[config.mk]
export PLATFORM = sky130hd
export DESIGN_NAME = rlos_ram
export DESIGN_NICKNAME = d
export VERILOG_FILES = /design/src/raster_line_of_sight_trace_unit_macros.svh /design/src/rlos_ram.sv
export SDC_FILE = /design/constraint.sdc
export NUM_CORES = 2
export LEC_CHECK = 0
export BUFFER_PORTS_ARGS = -buffer_cell sky130_fd_sc_hd__buf_2
export CORE_ASPECT_RATIO = 0.9
export CORE_UTILIZATION = 60
export DETAILED_ROUTE_END_ITERATION = 10
export PLACE_DENSITY = 0.76
export SYNTH_ARGS = -nofsm -noshare
export SYNTH_HDL_FRONTEND = slang
export SYNTH_SLANG_ARGS = --single-unit
export TNS_END_PERCENT = 50
[constraint.sdc]
create_clock -name clk -period 5.6 [get_ports clk]
set_input_delay 0 -clock clk [delete_from_list [all_inputs] [get_ports clk]]
set_output_delay 0 -clock clk [all_outputs]
set_load 0.05 [all_outputs]
[src/raster_line_of_sight_trace_unit_macros.svh]
// Assertion macros shared by the line-of-sight trace unit.
`ifndef RASTER_LINE_OF_SIGHT_TRACE_UNIT_MACROS_SVH
`define RASTER_LINE_OF_SIGHT_TRACE_UNIT_MACROS_SVH

// The condition must hold at every clock edge outside reset.
`define RLOS_ASSERT_HOLDS(lbl, cond, msg) \
  lbl: assert property (@(posedge clk) disable iff (!rst_n) (cond)) \
    else $error(msg);

// Whenever the antecedent holds, the consequent must hold in the same cycle.
`define RLOS_ASSERT_IMPLIES(lbl, ante, cons, msg) \
  lbl: assert property (@(posedge clk) disable iff (!rst_n) (ante) |-> (cons)) \
    else $error(msg);

`endif

[src/rlos_ram.sv]
// Generic single-write, single-read RAM with registered read data.
module rlos_ram #(
  parameter int WIDTH = 8,
  parameter int DEPTH = 256
) (
  input  logic                     clk,
  input  logic                     we,
  input  logic [$clog2(DEPTH)-1:0] waddr,
  input  logic [WIDTH-1:0]         wdata,
  input  logic                     re,
  input  logic [$clog2(DEPTH)-1:0] raddr,
  output logic [WIDTH-1:0]         rdata
);

  logic [WIDTH-1:0] mem_r [DEPTH];

  always_ff @(posedge clk) begin
    if (we) begin
      mem_r[waddr] <= wdata;
    end
    if (re) begin
      rdata <= mem_r[raddr];
    end
  end

endmodule

==> results.md <==
Synth:
- The number of enable-type register cells in the synthesized netlist is 2,056.
- The gate count after technology mapping is 3,733.
- For this run, the number of Yosys warnings is 0.
- The library cell with the largest summed area after synthesis is edfxtp_1.
- The multiplexer fraction of the synthesized cell area is 0.146.
- Among all flip-flop cells after synthesis, the most frequent one is edfxtp_1.
- Ranked by total cell area, the synthesized netlist is headed by edfxtp_1 78%, mux4_2 13%, mux2i_1 1.7%, nor2_1 1.3%, a22oi_1 1.3%.
- The distinct cell type count of the synthesized netlist is 54.
- The average footprint of a synthesized cell is 21.3 um2.
- Of the total synthesized cell area, the portion taken by XOR and XNOR cells is 0.
- The compound-cell area share of the yosys netlist is 0.0342.
- The share of the synthesized area in the top cell type is 0.775.
- The share of the Yosys chip area taken by registers is 0.775.
- By area, the combinational part of the netlist is dominated by multiplexers.
- The synthesized area is 0.0796 mm2.
- The fraction of registers with async set or reset after synthesis is 0.
- The adder-cell share of the synthesized area is 0.
- The number of register bits inferred by synthesis is 2,056.
- Of the total synthesized cell area, the portion taken by AND, OR, NAND and NOR gates is 0.0263.
- The number of nets in the synthesized netlist is 3,760.

Critical path:
- For the worst setup path, the data required time is 6.24 ns.
- The critical path in this run is classified as primary input to flip-flop.
- In this run the register-to-register setup slack is 2.37 ns.
- The cell family contributing the most delay on the critical path is buffers and inverters.
- The startpoint of the worst-slack reg-to-reg timing path is mem_r[83][3].
- Together, buffers and inverters on the worst path number 3.
- The instance count on the critical path is 8.
- The element type at the critical path start is a primary input.
- The peak per-stage delay on the critical path is 0.88 ns.
- By instance count, the cell type seen most on the critical path is buf_4.
- The largest fanout on the critical path is 36.
- On the critical path, the stage with the largest delay is an instance of a2111oi_0.
- The endpoint identified for the worst register-to-register timing path is rdata[3].
- The arrival time reported for the critical path endpoint is 3.89 ns.
- The kind of capture point of the worst setup path is a flip-flop.
- The number of cells on the worst reg-to-reg path is 6.
- Traced cell by cell, the critical path runs through buf_4, clkinv_1, buf_4, mux4_2, nor2_1, a2111oi_0, nor3_1, nor4_2.

Layout:
- The number of nets in the layout is 3,853.
- The area occupied by multi-input gates is 0.0165 mm2.
- Leaving out fill and tap cells, the most frequent cell in the layout is edfxtp_1.
- The growth of design area from synthesis to finish is 10.4%.
- In the layout the commonest cells are 2,056 x edfxtp_1, 454 x mux4_2, 279 x nor2_1.
- The post-layout instance area is 0.0879 mm2.
- In the final layout, the share of cells above drive strength 1 is 0.218.
- Counting the fill cells in the layout gives 7,971.
- Summing all flip-flop and latch instances after layout gives 0.0617 mm2.

Floorplanning:
- The initial standard-cell utilization of the core is 0.606.
- The floorplan has 126 rows.
- The core area is 0.131 mm2.
- The area of the die is 0.134 mm2.
- Measured along the x axis, the die boundary spans 386 um.
- The die height is 348 um.
- The number of I/O pins is 35.

Global routing:
- The remaining global-route overflow is 0.
- Entering global routing, the biggest net connects 213 pins.
- The number of global-route vias before repair came to 39,477.
- The global-route wire length before repair is 278,000 um.
- The initial antenna violation count is 10.
- Across every metal layer, demand over resource in global routing totals 0.293.

Hold path:
- The worst hold path was traced through 2 stages.
- The path with the worst hold slack has its endpoint at rdata[0].
- The worst min-delay path class is primary input to flip-flop.
- The startpoint identified for the worst hold timing path is re.

Clock network:
- The CTS tree is built.
- The H-tree was split into 4 levels.
- The clock edge transition at the registers on the reported setup and hold paths is 0.06 ns.
- The buffer levels on the longest clock path is 3.
- Counting the buffers created by CTS gives 191.
- The buffer count from post-CTS setup fixing is 0.
- Clock latency on the worst-skew pair, taken at its later pin, is 0.82 ns.
- For this design, the sink count on the clock tree is 2,056.
- The library cell used as clock root buffer is clkbuf_16.

Power and ir drop:
- For this design the ratio of total power to cell area is 361 mW/mm2.
- The leakage power figure is 27.1 nW.
- The largest vdd supply drop is 0.330 mV.

Drt:
- The count of unresolved DRC violations after routing is 0.
- The detailed-route wire length is 194,000 um.
- The count of nets left with antenna violations once routing finished came out at 0.
- In the final routed layout, each cell accounts on average for 33.9 um.
- In the routed layout, each cell is associated on average with a via count of 6.97.
- The routed via count is 39,847.
- The first-iteration detailed-routing DRC count is 6,277.
- The count of TritonRoute iterations in the first routing pass is 7.

Place:
- Buffers placed on the I/O ports in this run total 34.
- The final weighted congestion in routability-driven placement is 0.883.
- The wire-length estimate of the detail-placed layout is 113,000 um.
- The placed standard-cell area is 0.0815 mm2.

Flow run:
- Max-cap violations in this run came to 0.

STA:
- The share of the cycle needed by the critical path after routing is 0.580.
- Setup repair after global routing left no endpoint under its margin.
- For the pin with the worst max-slew slack, the measured transition is 1.37 ns.
- The peak clock frequency supported by timing is 308 MHz.
- The minimum period implied by the final worst setup slack is 3.25 ns.
- The worst slew slack as a fraction of its limit is 0.0811.
- After routing, the total negative slack on setup checks comes to 0 ns.
- Setup violations remaining at the end of the flow were counted as 0.
- The final hold violation count is 0.
- Clock skew on the completed layout was measured at 0.0231 ns.
- The number of max-slew violations in the final report is 0.

Outcome:
- The flow ran to the end, and the final reports show no timing, DRC or antenna violations.
[how the worst max path moves through the flow]
stage	from	end	slack (ns)
3_3_place_gp	raddr[2]	rdata[2]	1.76
6_report	raddr[2]	rdata[2]	2.35
3_5_place_dp	raddr[2]	rdata[3]	1.73
4_1_cts	mem_r[83][3]	rdata[3]	2.37
5_1_grt	mem_r[83][3]	rdata[3]	2.36
2_1_floorplan	raddr[0]	rdata[2]	3.52
[Yosys cell counts, types with 3 or more instances]
master,instances
edfxtp_1,2056
buf_6,21
buf_1,22
o221ai_1,46
nor3_1,22
nand2b_1,8
a22oi_1,133
buf_8,13
nor2_1,282
or2_2,4
buf_2,31
o21ai_0,10
o22a_1,5
o211ai_1,10
mux4_2,454
o32ai_1,4
a21oi_1,96
nand4_1,10
a22o_1,8
nor4_2,3
o22ai_1,28
nand2_1,33
clkbuf_1,111
buf_4,27
and2_1,6
buf_12,8
nor4_1,24
nand3_1,34
nor2b_1,31
a211oi_1,16
a221oi_1,13
mux2i_1,134
[routing by layer]
layer	global-route usage	vias to the layer above	part of all wire
li1	-	15895	-
met1	0.424	20587	0.37
met2	0.437	2889	0.46
met3	0.0786	468	0.13
met4	0.103	8	0.039
met5	0	-	0.00024
[stage by stage]
stage / worst slack, ns / cells / util / hold WS [ns] / power [mW]
floorplan: 3.52 / 3733 / - / 0.0989 / 18.2
global placement: 1.76 / 5346 / 0.620 / 0.494 / 18.8
detailed placement: 1.73 / 5346 / 0.620 / 0.486 / 18.8
CTS: 2.37 / 5712 / 0.669 / 0.178 / 31.7
global route: 2.36 / 5714 / 0.669 / 0.215 / 32.3
finish: 2.35 / 5717 / 0.669 / 0.230 / 31.7
[state kept, by name, indices dropped and copies added, names as in the netlist]
| name | cells |
|---|---|
| rdata | 8 |
| mem_r | 2048 |
[where the power goes]
group	internal [mW]	total [mW]	switching, mW
clock	7.54	13.2	5.66
combinational	0.499	1.53	1.03
sequential	17.0	17.0	0.0181
[worst register-to-register path, stage by stage (launching register included)]
cell      delay, ns
edfxtp_1       0.38
mux4_2         0.49
a22o_1         0.30
a221oi_1       0.61
o32ai_1        0.30
nor3_1         0.71
nor4_1         0.16
[layout make-up]
| cell class | count | share of cell area |
|---|---|---|
| clock buffers | 230 | 0.0570 |
| repair buffers | 133 | 0.0137 |
| clock inverters | 121 | 0.0148 |
| flip-flops and latches | 2056 | 0.702 |
| diodes | 5 | 0.000142 |
| well taps | 1728 | 0.0246 |
| inverters | 2 | 0.0000854 |
| multi-input cells | 1442 | 0.188 |
[timing repair]
| item | CTS | global route |
|---|---|---|
| hold buffers | 15 | 0 |
| hold endpoints to repair | 750 | 0 |
| resized for setup | 0 | 0 |
[cells by family after synthesis]
group | count (synthesis)
AO/OA/AOI/OAI | 385
buffers and inverters | 235
multiplexers | 591
flip-flops | 2056
AND/OR/NAND/NOR | 466
No activity file was read; power rests on OpenSTA's default activity.
