**src/raster_line_of_sight_trace_unit_macros.svh**
```systemverilog
// Assertion macros shared by the line-of-sight trace unit.
`ifndef RASTER_LINE_OF_SIGHT_TRACE_UNIT_MACROS_SVH
`define RASTER_LINE_OF_SIGHT_TRACE_UNIT_MACROS_SVH

// The condition must hold at every clock edge outside reset.
`define RLOS_ASSERT_HOLDS(lbl, cond, msg) \
  lbl: assert property (@(posedge clk) disable iff (!rst_n) (cond)) \
    else $error(msg);

// Whenever the antecedent holds, the consequent must hold in the same cycle.
`define RLOS_ASSERT_IMPLIES(lbl, ante, cons, msg) \
  lbl: assert property (@(posedge clk) disable iff (!rst_n) (ante) |-> (cons)) \
    else $error(msg);

`endif

```
**src/rlos_pkg.sv**
```systemverilog
// Types, constants and codes of the line-of-sight trace unit.
package rlos_pkg;

  localparam int COORD_W      = 24;
  localparam int DIFF_W       = 25;
  localparam int LEN_W        = 25;
  localparam int STEP_W       = 26;
  localparam int HALF_W       = 23;
  localparam int CNT_CFG_W    = 9;
  localparam int MUL_W        = 24;
  localparam int PROD_W       = 48;
  localparam int ROOT_W       = 50;
  localparam int DVD_W        = 48;
  localparam int DVS_W        = 25;
  localparam int QT_W         = 16;
  localparam int NB_W         = 5;
  localparam int FRAC_W       = 16;
  localparam int RASTER_AW    = 16;
  localparam int RASTER_DEPTH = 65536;
  localparam int CELL_W       = 8;
  localparam int CFG_AW       = 5;
  localparam int CFG_DW       = 32;
  localparam int IN_DATA_W    = 120;
  localparam int OUT_DATA_W   = 24;

  localparam int DEF_MAX_COLS = 256;
  localparam int DEF_MAX_ROWS = 256;

  localparam logic [7:0] STEP_Q8  = 8'd251;
  localparam logic [7:0] LAND_MAX = 8'd128;
  localparam int         Q0_BITS  = 8;

  typedef enum logic [2:0] {
    REG_CENTER_X = 3'd0,
    REG_CENTER_Z = 3'd1,
    REG_HALF_X   = 3'd2,
    REG_HALF_Z   = 3'd3,
    REG_COLS     = 3'd4,
    REG_ROWS     = 3'd5
  } reg_idx_t;

  typedef enum logic [4:0] {
    ST_IDLE,
    ST_SQX,
    ST_SQZ,
    ST_SQS,
    ST_ROOT,
    ST_LEN,
    ST_QXS,
    ST_QXW,
    ST_QZS,
    ST_QZW,
    ST_PT,
    ST_CXM,
    ST_CXD,
    ST_CZB,
    ST_CZM,
    ST_CZD,
    ST_ADR,
    ST_RD,
    ST_CHK,
    ST_FRW,
    ST_ADV,
    ST_DONE
  } state_t;

  typedef struct packed {
    logic              start;
    logic [NB_W-1:0]   nbits;
    logic [DVD_W-1:0]  dividend;
    logic [DVS_W-1:0]  divisor;
  } div_req_t;

endpackage

```
**src/rlos_div.sv**
```systemverilog
// Shared restoring divider producing one quotient bit per cycle.
module rlos_div
  import rlos_pkg::*;
(
  input  logic             clk,
  input  logic             rst_n,
  input  div_req_t         req,
  output logic             busy,
  output logic [QT_W-1:0]  quot,
  output logic [DVD_W-1:0] rem
);

  logic             busy_r;
  logic [NB_W-1:0]  cnt_r;
  logic [DVD_W-1:0] rem_r;
  logic [DVD_W-1:0] dsh_r;
  logic [QT_W-1:0]  q_r;
  logic             fits;

  // The quotient is known to fit in nbits, so the divisor starts aligned there.
  assign fits = rem_r >= dsh_r;

  always_ff @(posedge clk) begin
    if (!rst_n) begin
      busy_r <= 1'b0;
    end else if (req.start) begin
      busy_r <= 1'b1;
    end else if (busy_r && cnt_r == NB_W'(1)) begin
      busy_r <= 1'b0;
    end
  end

  always_ff @(posedge clk) begin
    if (req.start) begin
      cnt_r <= req.nbits;
      rem_r <= req.dividend;
      dsh_r <= DVD_W'(req.divisor) << (req.nbits - NB_W'(1));
      q_r   <= '0;
    end else if (busy_r) begin
      if (fits) begin
        rem_r <= rem_r - dsh_r;
      end
      q_r   <= {q_r[QT_W-2:0], fits};
      dsh_r <= dsh_r >> 1;
      cnt_r <= cnt_r - NB_W'(1);
    end
  end

  assign busy = busy_r;
  assign quot = q_r;
  assign rem  = rem_r;

endmodule

```
**config.mk**
```make
export PLATFORM = sky130hd
export DESIGN_NAME = rlos_div
export DESIGN_NICKNAME = d
export VERILOG_FILES = /design/src/raster_line_of_sight_trace_unit_macros.svh /design/src/rlos_pkg.sv /design/src/rlos_div.sv
export SDC_FILE = /design/constraint.sdc
export NUM_CORES = 1
export LEC_CHECK = 0
export BUFFER_PORTS_ARGS = -buffer_cell sky130_fd_sc_hd__buf_2
export CAP_MARGIN = 20
export CORE_ASPECT_RATIO = 2
export CORE_MARGIN = 2
export CORE_UTILIZATION = 30
export CTS_CLUSTER_DIAMETER = 60
export DETAILED_ROUTE_END_ITERATION = 8
export PLACE_DENSITY = 0.5
export SYNTH_ARGS = -nofsm -noshare
export SYNTH_HDL_FRONTEND = slang
export SYNTH_SLANG_ARGS = --single-unit
```
**constraint.sdc**
```tcl
create_clock -name clk -period 10.43 [get_ports clk]
set_input_delay 0.5215 -clock clk [delete_from_list [all_inputs] [get_ports clk]]
set_output_delay 0.5215 -clock clk [all_outputs]
set_load 0.005 [all_outputs]
```
==> metrics.md, run 1 <==
| Metric | Value |
|---|---|
| Clock Tree Buf Depth | 2 |
| Max cap viols | 0 |
| Setup bufs post-CTS | 0 |
| Syn avg cell area | 8.86 um^2 |
| Synthesized area | 9180 um^2 |
| Area contributors post-synth | edfxtp_1 (33%), nand2_1 (7.0%), ha_1 (7.0%) |
| Setup CP Type | reg2reg |
| Port Buf Inserts | 145 |
| Switching Fraction | 41.7% |
| Final Slew Violations | 0 |
| Die Ht | 251 um |
| Max VDD drop | 92.7 uV |
| Vias in the first global route | 8631 |
| Post-DR wirelength/cell | 19.9 um |
| Total inserted antenna cells | 0 |
| Via count | 8211 |
| Worst path cell trace | inv_1 > ha_1 > inv_1 > fa_1 > a21o_1 > nand4_1 > a21boi_1 > o41ai_1 > a21boi_1 > o21ai_1 > nand3_1 > a41oi_1 > o21ai_4 > buf_4 |
| Seq/Total Area, Yosys | 36.7% |
| Layout cells sized above 1 | 20.5% |
| Switch Pwr | approximately 1.1 mW |
| # IOs | 146 |
| Max FO, Critical Path | 48 |
| Clock power frac | roughly 22% |
| Syn nets | ~1.2k |
| Slowest library cell on the worst path | o41ai_1 |
| GR Util met1 | 16.7% |
| Setup tns final | 0 ns |
| Grt peak-use layer | met2 |
| 1st-iter DRT viols | around 390 |
| Die W | 128 um |
| Clock tree sinks | 118 |
| Setup Skew | 0.00972 ns |
| Status | finished clean |
| GR Util met2 | 38.3% |
| RSZ-0062 raised after global routing | no |
| Final Hold Vio Count | 0 |
| Final ANT Viol Nets | 0 |
| Pleak | 4.65 nW |
| Nets | 1282 |
| Area share of the largest cell type after synthesis | 33.0% |
| Die area | around 32000 um^2 |
| Finished Layout Cells | 1530 |
| Int Power | 1.48 mW |
| Final min period | around 4.1 ns |
| Final hold slack | around 0.29 ns |
| TritonCTS buffer count | 17 |
| WP data required | 10.53 ns |
| Placed inst area | 10200 um^2 |
| F_max | ~250 MHz |
| Setup crit end kind | flip-flop |
| Total Wirelength | 30.5 mm |
| DRT Pass-1 Iters | 5 |
| Yosys reg bits | around 120 |
| Initial Utilization | between 30% and 40% |
| Worst slew pin tran | approximately 0.83 ns |
| Gate Count Post-Synth | 1036 |
| Cell Pwr Density | 236 nW/um^2 |
| Clock Pin Slew Worst Setup and Hold Paths | 0.06 ns |
| Clock root cell | clkbuf_16 |
| Fraction of registers with async set/reset | 0% |
| CTS tree | built |
| Htree depth | 4 |
| GRT overflow | 0 |
| CP top delay family | compound AO/OA/AOI/OAI gates |
| Area grow syn2layout | 17.3% |
| Worst skew pair latency | 0.44 ns |
| CP max stage delay | 0.61 ns |
| Met3 usage | between 3 and 4% |
| Drc violations | 0 |
| CTS Hold Bufs | 0 |
| Combinational share of power | 49.7% |
| Tot GR Track Use | 19.4% |
| CP Launch Type | flip-flop |
| Design Power | 2.54 mW |
| Synth warn | 0 |
| Period utilisation layout | about 39% |
| Site Rows | 90 |
| Post-synth EDFFs | 101 |
| Largest net degree at the start of global routing | 75 |
| Post-synth top flop | edfxtp_1 |
| Biggest area consumer among synthesized cells | edfxtp_1 |
| Setup Viol. Count Final | 0 |
| Slew HR | between 40% and 50% |
| Buf+Inv Stages, Crit Path | 3 |
| Register share of total power | roughly 28% |
| Crit path DAT | approximately 4.2 ns |
| DP HPWL | approximately 24 mm |
| Placed cells | 1497 |
| Placer Congestion | ~0.9 |
| Routed vias/inst | ~5.4 |
| Netlist cell types | 74 |
| Wire length of the first global-routing pass | 46.6 mm |
| Design Area, Final | roughly 11000 um^2 |
| Antenna violations before repair | 0 |
| Core ar. | 30200 um^2 |
| Hold Path Class | in2reg |
| PostCTS Resize Cnt | 0 |
## placed cells by master (no fill, tap or decap), types with 4 or more instances in the layout
cell and n:
buf_2 144, clkinvlp_4 4, dfxtp_1 17, a21oi_1 70
clkbuf_16 17, o21a_1 8, nand2b_1 4, and2_1 4
or3_1 4, xnor2_1 26, and3_1 4, nand3_1 27
nor2_1 60, mux2i_1 30, xor2_1 17, nor3_1 14
nand2_1 171, inv_1 70, o22ai_1 23, a21o_2 4
o21ai_1 14, o21ai_0 82, and4_1 4, a21boi_1 4
a31oi_1 7, edfxtp_1 101, o221ai_1 9, a21o_1 36
buf_4 12, mux2_2 5, mux4_2 20, o31ai_1 5
a211oi_1 5, nand4_1 12, o21bai_1 6, nor2b_1 9
ha_1 51
## cell families (layout without fill, tap and decap cells)
| logic type | count (synthesis) | count (layout) | share of synthesized area (%) |
|---|---|---|---|
| compound gates | 306 | 306 | 21.3 |
| xor+xnor | 45 | 45 | 4.29 |
| fa+ha+maj | 52 | 52 | 7.17 |
| buf+inv | 133 | 259 | 5.93 |
| flops | 118 | 118 | 36.7 |
| mux | 55 | 55 | 8.79 |
| simple gates | 327 | 327 | 15.7 |
## routing by layer
metal	wire, um	up-vias
met2	17300	216
li1	-	4000
met5	0	-
met1	9870	3907
met3	1060	88
met4	2250	0
## synthesized netlist by cell type (17+ instances only)
master / count
nand2_1: 172
clkbuf_1: 44
dfxtp_1: 17
xnor2_1: 27
mux4_2: 20
ha_1: 51
nor2_1: 60
edfxtp_1: 101
a21oi_1: 70
o22ai_1: 23
inv_1: 70
mux2i_1: 30
xor2_1: 18
o21ai_0: 82
nand3_1: 27
a21o_1: 36
## power groups by stage
| stage | Clock (mW) | Sequential, mW | Combinational [mW] |
|---|---|---|---|
| 2_1_floorplan | 0 | 0.709 | 0.904 |
| 3_3_place_gp | 0 | 0.727 | 1.27 |
| 3_5_place_dp | 0 | 0.728 | 1.27 |
| 4_1_cts | 0.579 | 0.719 | 1.28 |
| 5_1_grt | 0.598 | 0.727 | 1.41 |
| 6_report | 0.564 | 0.715 | 1.27 |
## stage by stage
| stage | setup WS [ns] | util (%) |
|---|---|---|
| 3_5_place_dp | 5.96 | 33.8 |
| 4_1_cts | 6.31 | 35.6 |
| 6_report | 6.36 | 35.7 |
| 3_3_place_gp | 6.06 | 33.8 |
| 2_1_floorplan | 5.87 | - |
| 5_1_grt | 6.07 | 35.7 |
## path summary, 6_finish.rpt
check | cells after the start | endpoint | from | slack (ns)
hold reg to reg | 2 | quot[15] | quot[15] | 0.51
hold / removal | 2 | busy | rst_n | 0.29
setup reg to reg | 14 | rem[13] | rem[0] | 6.36
setup / recovery | 14 | rem[13] | rem[0] | 6.36
## registers in the layout, summed over array words and instances, names as in the netlist
| register | flops |
|---|---|
| cnt_r | 5 |
| quot | 16 |
| busy | 1 |
| rem | 48 |
| dsh_r | 48 |
## cell type report
class,instances,area [um^2]
sequential,118,3370
inverter,70,263
clock buffer,18,429
tap,368,460
multi-input combinational,785,5290
fill,3205,19400
timing repair buffer,157,826
clock inverter,14,126
## worst reg2reg max path: stages (launching register included)
cell and delay, ns:
edfxtp_1 0.38, inv_1 0.07, ha_1 0.15, inv_1 0.05
fa_1 0.39, a21o_1 0.20, nand4_1 0.11, a21boi_1 0.08
o41ai_1 0.61, a21boi_1 0.28, o21ai_1 0.34, nand3_1 0.16
a41oi_1 0.44, o21ai_4 0.06, buf_4 0.36
(Power assumes the default switching activity.)
==> run 2, diff against run 1 <==
--- a/config.mk
+++ b/config.mk
@@ -5,6 +5,7 @@
 export SDC_FILE = /design/constraint.sdc
 export NUM_CORES = 1
 export LEC_CHECK = 0
+export ABC_AREA = 1
 export BUFFER_PORTS_ARGS = -buffer_cell sky130_fd_sc_hd__buf_2
 export CAP_MARGIN = 20
 export CORE_ASPECT_RATIO = 2
@@ -12,7 +13,7 @@
 export CORE_UTILIZATION = 30
 export CTS_CLUSTER_DIAMETER = 60
 export DETAILED_ROUTE_END_ITERATION = 8
-export PLACE_DENSITY = 0.5
+export PLACE_DENSITY = 0.49
 export SYNTH_ARGS = -nofsm -noshare
 export SYNTH_HDL_FRONTEND = slang
 export SYNTH_SLANG_ARGS = --single-unit
==> constraint.sdc (replaced) <==
create_clock -name clk -period 3.8 [get_ports clk]
set_input_delay 0.19 -clock clk [delete_from_list [all_inputs] [get_ports clk]]
set_output_delay 0.19 -clock clk [all_outputs]
set_load 0.005 [all_outputs]
==> run 2 against run 1 <==
Combinational power grew to 3.1 times the previous value; clock power increased to 2.8 times the previous value; critical path depth up 1; wire length increased by 38%; sequential share of layout area is 4.3 points lower.
==> metrics.md, run 2 <==
| Metric | Value |
|---|---|
| Status | finished clean |
| Total inserted antenna cells | 0 |
| Final ANT Viol Nets | 0 |
| R2r setup slk | 0.82 ns |
| Total Wirelength | 41.9 mm |
| # fillers | 4017 |
| Design Area, Final | between 10000 and 15000 um^2 |
| Setup tns final | 0 ns |
| Vias in the first global route | 11.2k |
| Core ar. | between 30000 and 40000 um^2 |
| Area contributors post-synth | edfxtp_1 (28%), nand2_1 (22%), inv_1 (10%) |
| Period utilisation layout | 78.3% |
| Synthesized area | about 11000 um^2 |
| Max cap viols | 0 |
| Clock Pin Slew Worst Setup and Hold Paths | 0.07 ns |
| Fraction of registers with async set/reset | 0% |
| 1st-iter DRT viols | 571 |
| Layout cells sized above 1 | between 10% and 20% |
| Syn avg cell area | 6.30 um^2 |
| DRT Pass-1 Iters | 5 |
| Most used cell, CP | nand2_1 |
| Setup bufs post-CTS | 0 |
| Initial Utilization | 30.3% |
| Die Ht | 272 um |
| Clock root cell | clkbuf_16 |
| Setup Viol. Count Final | 0 |
| Clock tree sinks | 118 |
| Commonest cells in the netlist | nand2_1 (628), inv_1 (302), nand3_1 (148), nor2_1 (130), edfxtp_1 (101) |
| Setup CP Type | reg2reg |
| Site Rows | between 90 and 100 |
| Routed vias/inst | 4.83 |
| Final worst slack | 0.823 ns |
| Placed inst area | 11900 um^2 |
| Commonest non-fill, non-tap cells in the layout | nand2_1 (627), inv_1 (300), nand3_1 (148) |
| CTS tree | built |
| Final Hold Vio Count | 0 |
| Netlist cell types | 42 |
| Tot GR Track Use | 22.2% |
| RSZ-0062 raised after global routing | no |
| Synth warn | 0 |
| Slew HR | 52.5% |
| Die W | 138 um |
| Setup Skew | 0.00751 ns |
| Area share of the largest cell type after synthesis | between 20 and 30% |
| Worst skew pair latency | between 0.4 and 0.5 ns |
| Post-synth EDFFs | 101 |
| Placer Congestion | ~0.97 |
| Yosys reg bits | between 100 and 150 |
| Cell Pwr Density | around 600 nW/um^2 |
| Post-synth top flop | edfxtp_1 |
| Final min period | 2.98 ns |
| F_max | ~340 MHz |
| Crit path DAT | 3.17 ns |
| Slowest library cell on the worst path | fa_1 |
| Seq/Total Area, Yosys | a little under a third |
| Area grow syn2layout | 15.7% |
| Max FO, Critical Path | 18 |
| Drc violations | 0 |
| Setup crit end kind | flip-flop |
| Utilization after layout | 35.0% |
| CP top delay family | simple AND/OR/NAND/NOR gates |
| Via count | around 11k |
| CP max stage delay | approximately 0.46 ns |
| Clock Tree Buf Depth | 2 |
| Nets | 1974 |
| Port Buf Inserts | between 100 and 150 |
| Hold Path Class | in2reg |
| GRT overflow | 0 |
| Gate Count Post-Synth | 1715 |
| DP HPWL | around 35 mm |
| WP data required | approximately 4 ns |
| Most common cell after layout, fill and taps aside | nand2_1 |
| Largest net degree at the start of global routing | 63 |
| CP Launch Type | flip-flop |
| Max VDD drop | approximately 380 uV |
| Post-Place Setup Slack | 0.814 ns |
| Htree depth | 4 |
| Syn nets | 1848 |
| Antenna violations before repair | 0 |
| Wire length of the first global-routing pass | 63.1 mm |
| Buf+Inv Stages, Crit Path | 3 |
| Die area | about 38000 um^2 |
| Worst slew pin tran | 0.713 ns |
| Worst path cell trace | inv_1 > ha_1 > inv_1 > fa_1 > nand3_1 > nand3_1 > nand2_1 > nand2_1 > nand2_1 > nand2_1 > nand2_1 > nand4_1 > nand2_1 > nand2_2 > buf_12 |
| Final Slew Violations | 0 |
| Biggest area consumer among synthesized cells | edfxtp_1 |
| Most numerous cell in the Yosys netlist | nand2_1 |
| Post-DR wirelength/cell | 18.2 um |
| TritonCTS buffer count | 17 |
| Pleak | between 6 and 7 nW |
| # IOs | 146 |
## run 2: cell types whose count changed after synthesis, sizes merged, moves of 20 or more
cell    previous run  this run
a21o              40         1
or2                1        32
nand2            173       629
o211ai             3        32
clkbuf            47        15
nor2              60       131
mux4              20         0
mux2i             30         4
nand3             27       148
buf               15        38
inv               70       306
a21oi             70        35
o22ai             23         1
## run 2: worst reg2reg max path, cell delays in order, from the launching register on
cell and delay [ns]:
edfxtp_1 0.39, inv_1 0.07, ha_1 0.13, inv_1 0.08
fa_1 0.46, nand3_1 0.11, nand3_1 0.16, nand2_1 0.11
nand2_1 0.10, nand2_1 0.07, nand2_1 0.09, nand2_1 0.08
nand4_1 0.12, nand2_1 0.11, nand2_2 0.32, buf_12 0.32
## run 2: metrics by stage
| step | std cells | hold WS [ns] | power (mW) |
|---|---|---|---|
| after floorplan | 1715 | 0.315 | 4.55 |
| after global placement | 2271 | 0.433 | 5.92 |
| after detailed placement | 2271 | 0.438 | 5.93 |
| after CTS | 2304 | 0.00621 | 7.54 |
| after global routing | 2304 | 0.0171 | 8.09 |
| final | 2304 | 0.0219 | 7.51 |
## run 2: kinds of logic after synthesis
logic type	after synthesis	share of synthesized area (%)
simple gates	971	36.9
fa+ha+maj	52	6.09
buf+inv	360	13.6
xor+xnor	19	1.78
mux	4	0.371
compound gates	191	10.1
flops	118	31.2
## run 2: cell type report
cell class / count / area [um^2] / area share (%)
clock buffer: 17 / 425 / 3.40
clock inverter: 15 / 136 / 1.09
inverter: 307 / 1150 / 9.24
multi-input combinational: 1237 / 5980 / 47.8
sequential: 118 / 3370 / 27.0
tap: 450 / 563 / 4.50
timing repair buffer: 160 / 868 / 6.94
## run 2: final timing paths
kind	cells past startpoint	to	start
worst max-delay path	15	rem[37]	rem[0]
worst min-delay path	3	rem[6]	req[31]
worst max register to register	15	rem[37]	rem[0]
worst min register to register	2	quot[0]	quot[0]
## run 2: where the power goes
group	switching (mW)	internal [mW]	total (mW)	leakage, nW
combinational	2.70	1.29	3.99	5.05
clock	0.739	0.863	1.60	0.273
sequential	0.159	1.76	1.92	1.18
total	3.60	3.91	7.51	6.50
## run 2: routing by layer
metal  share of wire (%)  track usage (%)  vias up
li1                    -                -     5683
met3                 2.3             2.09      101
met2                  54             43.0      283
met5                   0                0        -
met4                 7.2             15.4        0
met1                  36             22.0     5053
## run 2: what timing repair did
action | in CTS | in global routing
hold buffers | 1 | 0
gates resized for setup | 0 | 0
endpoints found under the hold margin | 1 | 0
==> run 3, diff against run 2 <==
--- a/config.mk
+++ b/config.mk
@@ -5,7 +5,7 @@
 export SDC_FILE = /design/constraint.sdc
 export NUM_CORES = 1
 export LEC_CHECK = 0
-export ABC_AREA = 1
+export ABC_AREA = 0
 export BUFFER_PORTS_ARGS = -buffer_cell sky130_fd_sc_hd__buf_2
 export CAP_MARGIN = 20
 export CORE_ASPECT_RATIO = 2
@@ -13,7 +13,7 @@
 export CORE_UTILIZATION = 30
 export CTS_CLUSTER_DIAMETER = 60
 export DETAILED_ROUTE_END_ITERATION = 8
-export PLACE_DENSITY = 0.49
+export PLACE_DENSITY = 0.5
 export SYNTH_ARGS = -nofsm -noshare
 export SYNTH_HDL_FRONTEND = slang
 export SYNTH_SLANG_ARGS = --single-unit
==> constraint.sdc (replaced) <==
create_clock -name clk -period 2.8 [get_ports clk]
set_input_delay 0.14 -clock clk [delete_from_list [all_inputs] [get_ports clk]]
set_output_delay 0.14 -clock clk [all_outputs]
set_load 0.005 [all_outputs]
==> run 3 against run 2 <==
The flow now finishes with violations (setup timing); die area down 15%; critical path depth grew 1; clock power grew 31%; via count shrank 19%; largest cell class unchanged; setup slack worse by 1.1 ns; clock skew rose by 0.0042 ns.
==> metrics.md, run 3 (synthesis results as in run 1) <==
| Metric | Value |
|---|---|
| Status | complete, but fails checks |
| Failing checks | setup timing |
| Placer Congestion | 0.899 |
| GRT overflow | 0 |
| Final Hold Vio Count | 0 |
| Layout cells sized above 1 | 35.9% |
| Cell Pwr Density | 881 nW/um^2 |
| Worst slew pin tran | 1.12 ns |
| Final min period | slightly above 3 ns |
| F_max | ~320 MHz |
| Wire length of the first global-routing pass | 49.4 mm |
| Post-Place Setup Slack | -0.389 ns |
| Largest net degree at the start of global routing | 117 |
| CP top delay family | compound AO/OA/AOI/OAI gates |
| Worst path cell trace | inv_1 > ha_2 > inv_2 > fa_2 > a21o_1 > nand4_1 > a21boi_2 > o41ai_2 > buf_4 > a21boi_4 > buf_6 > o21ai_4 > nand3_2 > a41oi_4 > o21ai_4 > buf_12 |
| Clock tree sinks | 118 |
| Commonest non-fill, non-tap cells in the layout | buf_4 (180), nand2_1 (168), buf_2 (144) |
| Period utilisation layout | 111% |
| TritonCTS buffer count | 17 |
| DP HPWL | 25.8 mm |
| CTS tree | built |
| Max VDD drop | 457 uV |
| Final ANT Viol Nets | 0 |
| Most common cell after layout, fill and taps aside | buf_4 |
| Design Power | 11.6 mW |
| Die area | 32100 um^2 |
| Drc violations | 0 |
| Total inserted antenna cells | 0 |
| Post-DR wirelength/cell | about 19 um |
| Clock Tree Buf Depth | 2 |
| Final worst slack | -0.295 ns |
| Pleak | 5.82 nW |
| Initial Utilization | 30.4% |
| Hold Path Class | in2reg |
| CP max stage delay | 0.36 ns |
| Nets | about 1.5k |
| Die Ht | 251 um |
| Slowest library cell on the worst path | o21ai_4 |
| Buf+Inv Stages, Crit Path | 5 |
| Most used cell, CP | o21ai_4 |
| Setup crit end kind | flip-flop |
| Port Buf Inserts | 145 |
| Site Rows | 90 |
| RSZ-0062 raised after global routing | yes |
| Antenna violations before repair | 0 |
| CP Launch Type | flip-flop |
| # IOs | 146 |
| Tot GR Track Use | 20.3% |
| Total Wirelength | 32.9 mm |
| Crit path DAT | 3.24 ns |
| Via count | 9008 |
| Final Slew Violations | 0 |
| Htree depth | 4 |
| Clock root cell | clkbuf_16 |
| DRT Pass-1 Iters | 8 |
| Setup CP Type | reg2reg |
| Die W | around 130 um |
| Setup Skew | 0.0117 ns |
| Area grow syn2layout | 43.3% |
| Worst skew pair latency | 0.45 ns |
| R2r setup slk | -0.29 ns |
| Routed vias/inst | 5.15 |
| Max FO, Critical Path | 23 |
| WP data required | 2.94 ns |
| Max cap viols | 0 |
| Design Area, Final | 13200 um^2 |
| Setup Viol. Count Final | between 70 and 80 |
| Slew HR | between 20% and 30% |
| Vias in the first global route | 9233 |
| Placed inst area | 11600 um^2 |
| Core ar. | ~30000 um^2 |
| 1st-iter DRT viols | about 580 |
| Clock Pin Slew Worst Setup and Hold Paths | 0.06 ns |
-- run 3: final cells by class --
class / instances / area (um^2)
fill: 3082 / 17000
multi-input combinational: 785 / 5840
sequential: 118 / 3370
timing repair buffer: 375 / 2660
tap: 368 / 460
clock buffer: 17 / 425
inverter: 70 / 263
clock inverter: 15 / 131
-- run 3: worst paths after layout --
| path | startpoint | end | cells after the start |
|---|---|---|---|
| max | rem[0] | rem[2] | 16 |
| min | req[49] | rem[24] | 3 |
| max reg2reg | rem[0] | rem[2] | 16 |
| min reg2reg | quot[15] | quot[15] | 2 |
-- run 3: report_power, final --
group          switching (mW)  internal, mW
Sequential              0.244          2.42
Combinational            3.54          3.28
Clock                   0.885          1.22
-- run 3: tightest hold or removal path, delay by kind of cell --
kind | cells | cell delay, ns
buffers and inverters | 1 | 0.08
AO/OA/AOI/OAI | 1 | 0.07
AND/OR/NAND/NOR | 1 | 0.05
-- run 3: timing repair --
action / CTS / global route
endpoints found under the hold margin: 34 / 0
buffers inserted: 7 / 11
cloned: 0 / 2
hold buffers: 34 / 0
resized for setup: 62 / 46
pin swaps: 32 / 46
endpoints found under the setup margin: 75 / 82
-- run 3: per-stage QoR --
stage / TNS, ns / cells / util (%) / hold slack (ns)
finish: -15.96 / 1748 / 43.6 / 0.00310
global route: -25.89 / 1748 / 43.6 / 0.0119
CTS: -14.78 / 1735 / 42.4 / 0.00249
detailed placement: -23.27 / 1663 / 38.4 / 0.364
global placement: -20.90 / 1663 / 38.4 / 0.351
floorplan: -13.26 / 1036 / - / 0.268
-- run 3: per-layer routing --
metal | global-route usage [%] | up-vias | wire length (um) | part of all wire [%]
met4 | 11.3 | 0 | 1780 | 5.4
met3 | 3.02 | 89 | 925 | 2.8
met1 | 18.7 | 4255 | 11100 | 34
met2 | 41.0 | 234 | 19100 | 58
met5 | 0 | - | 0 | 0
li1 | - | 4430 | - | -
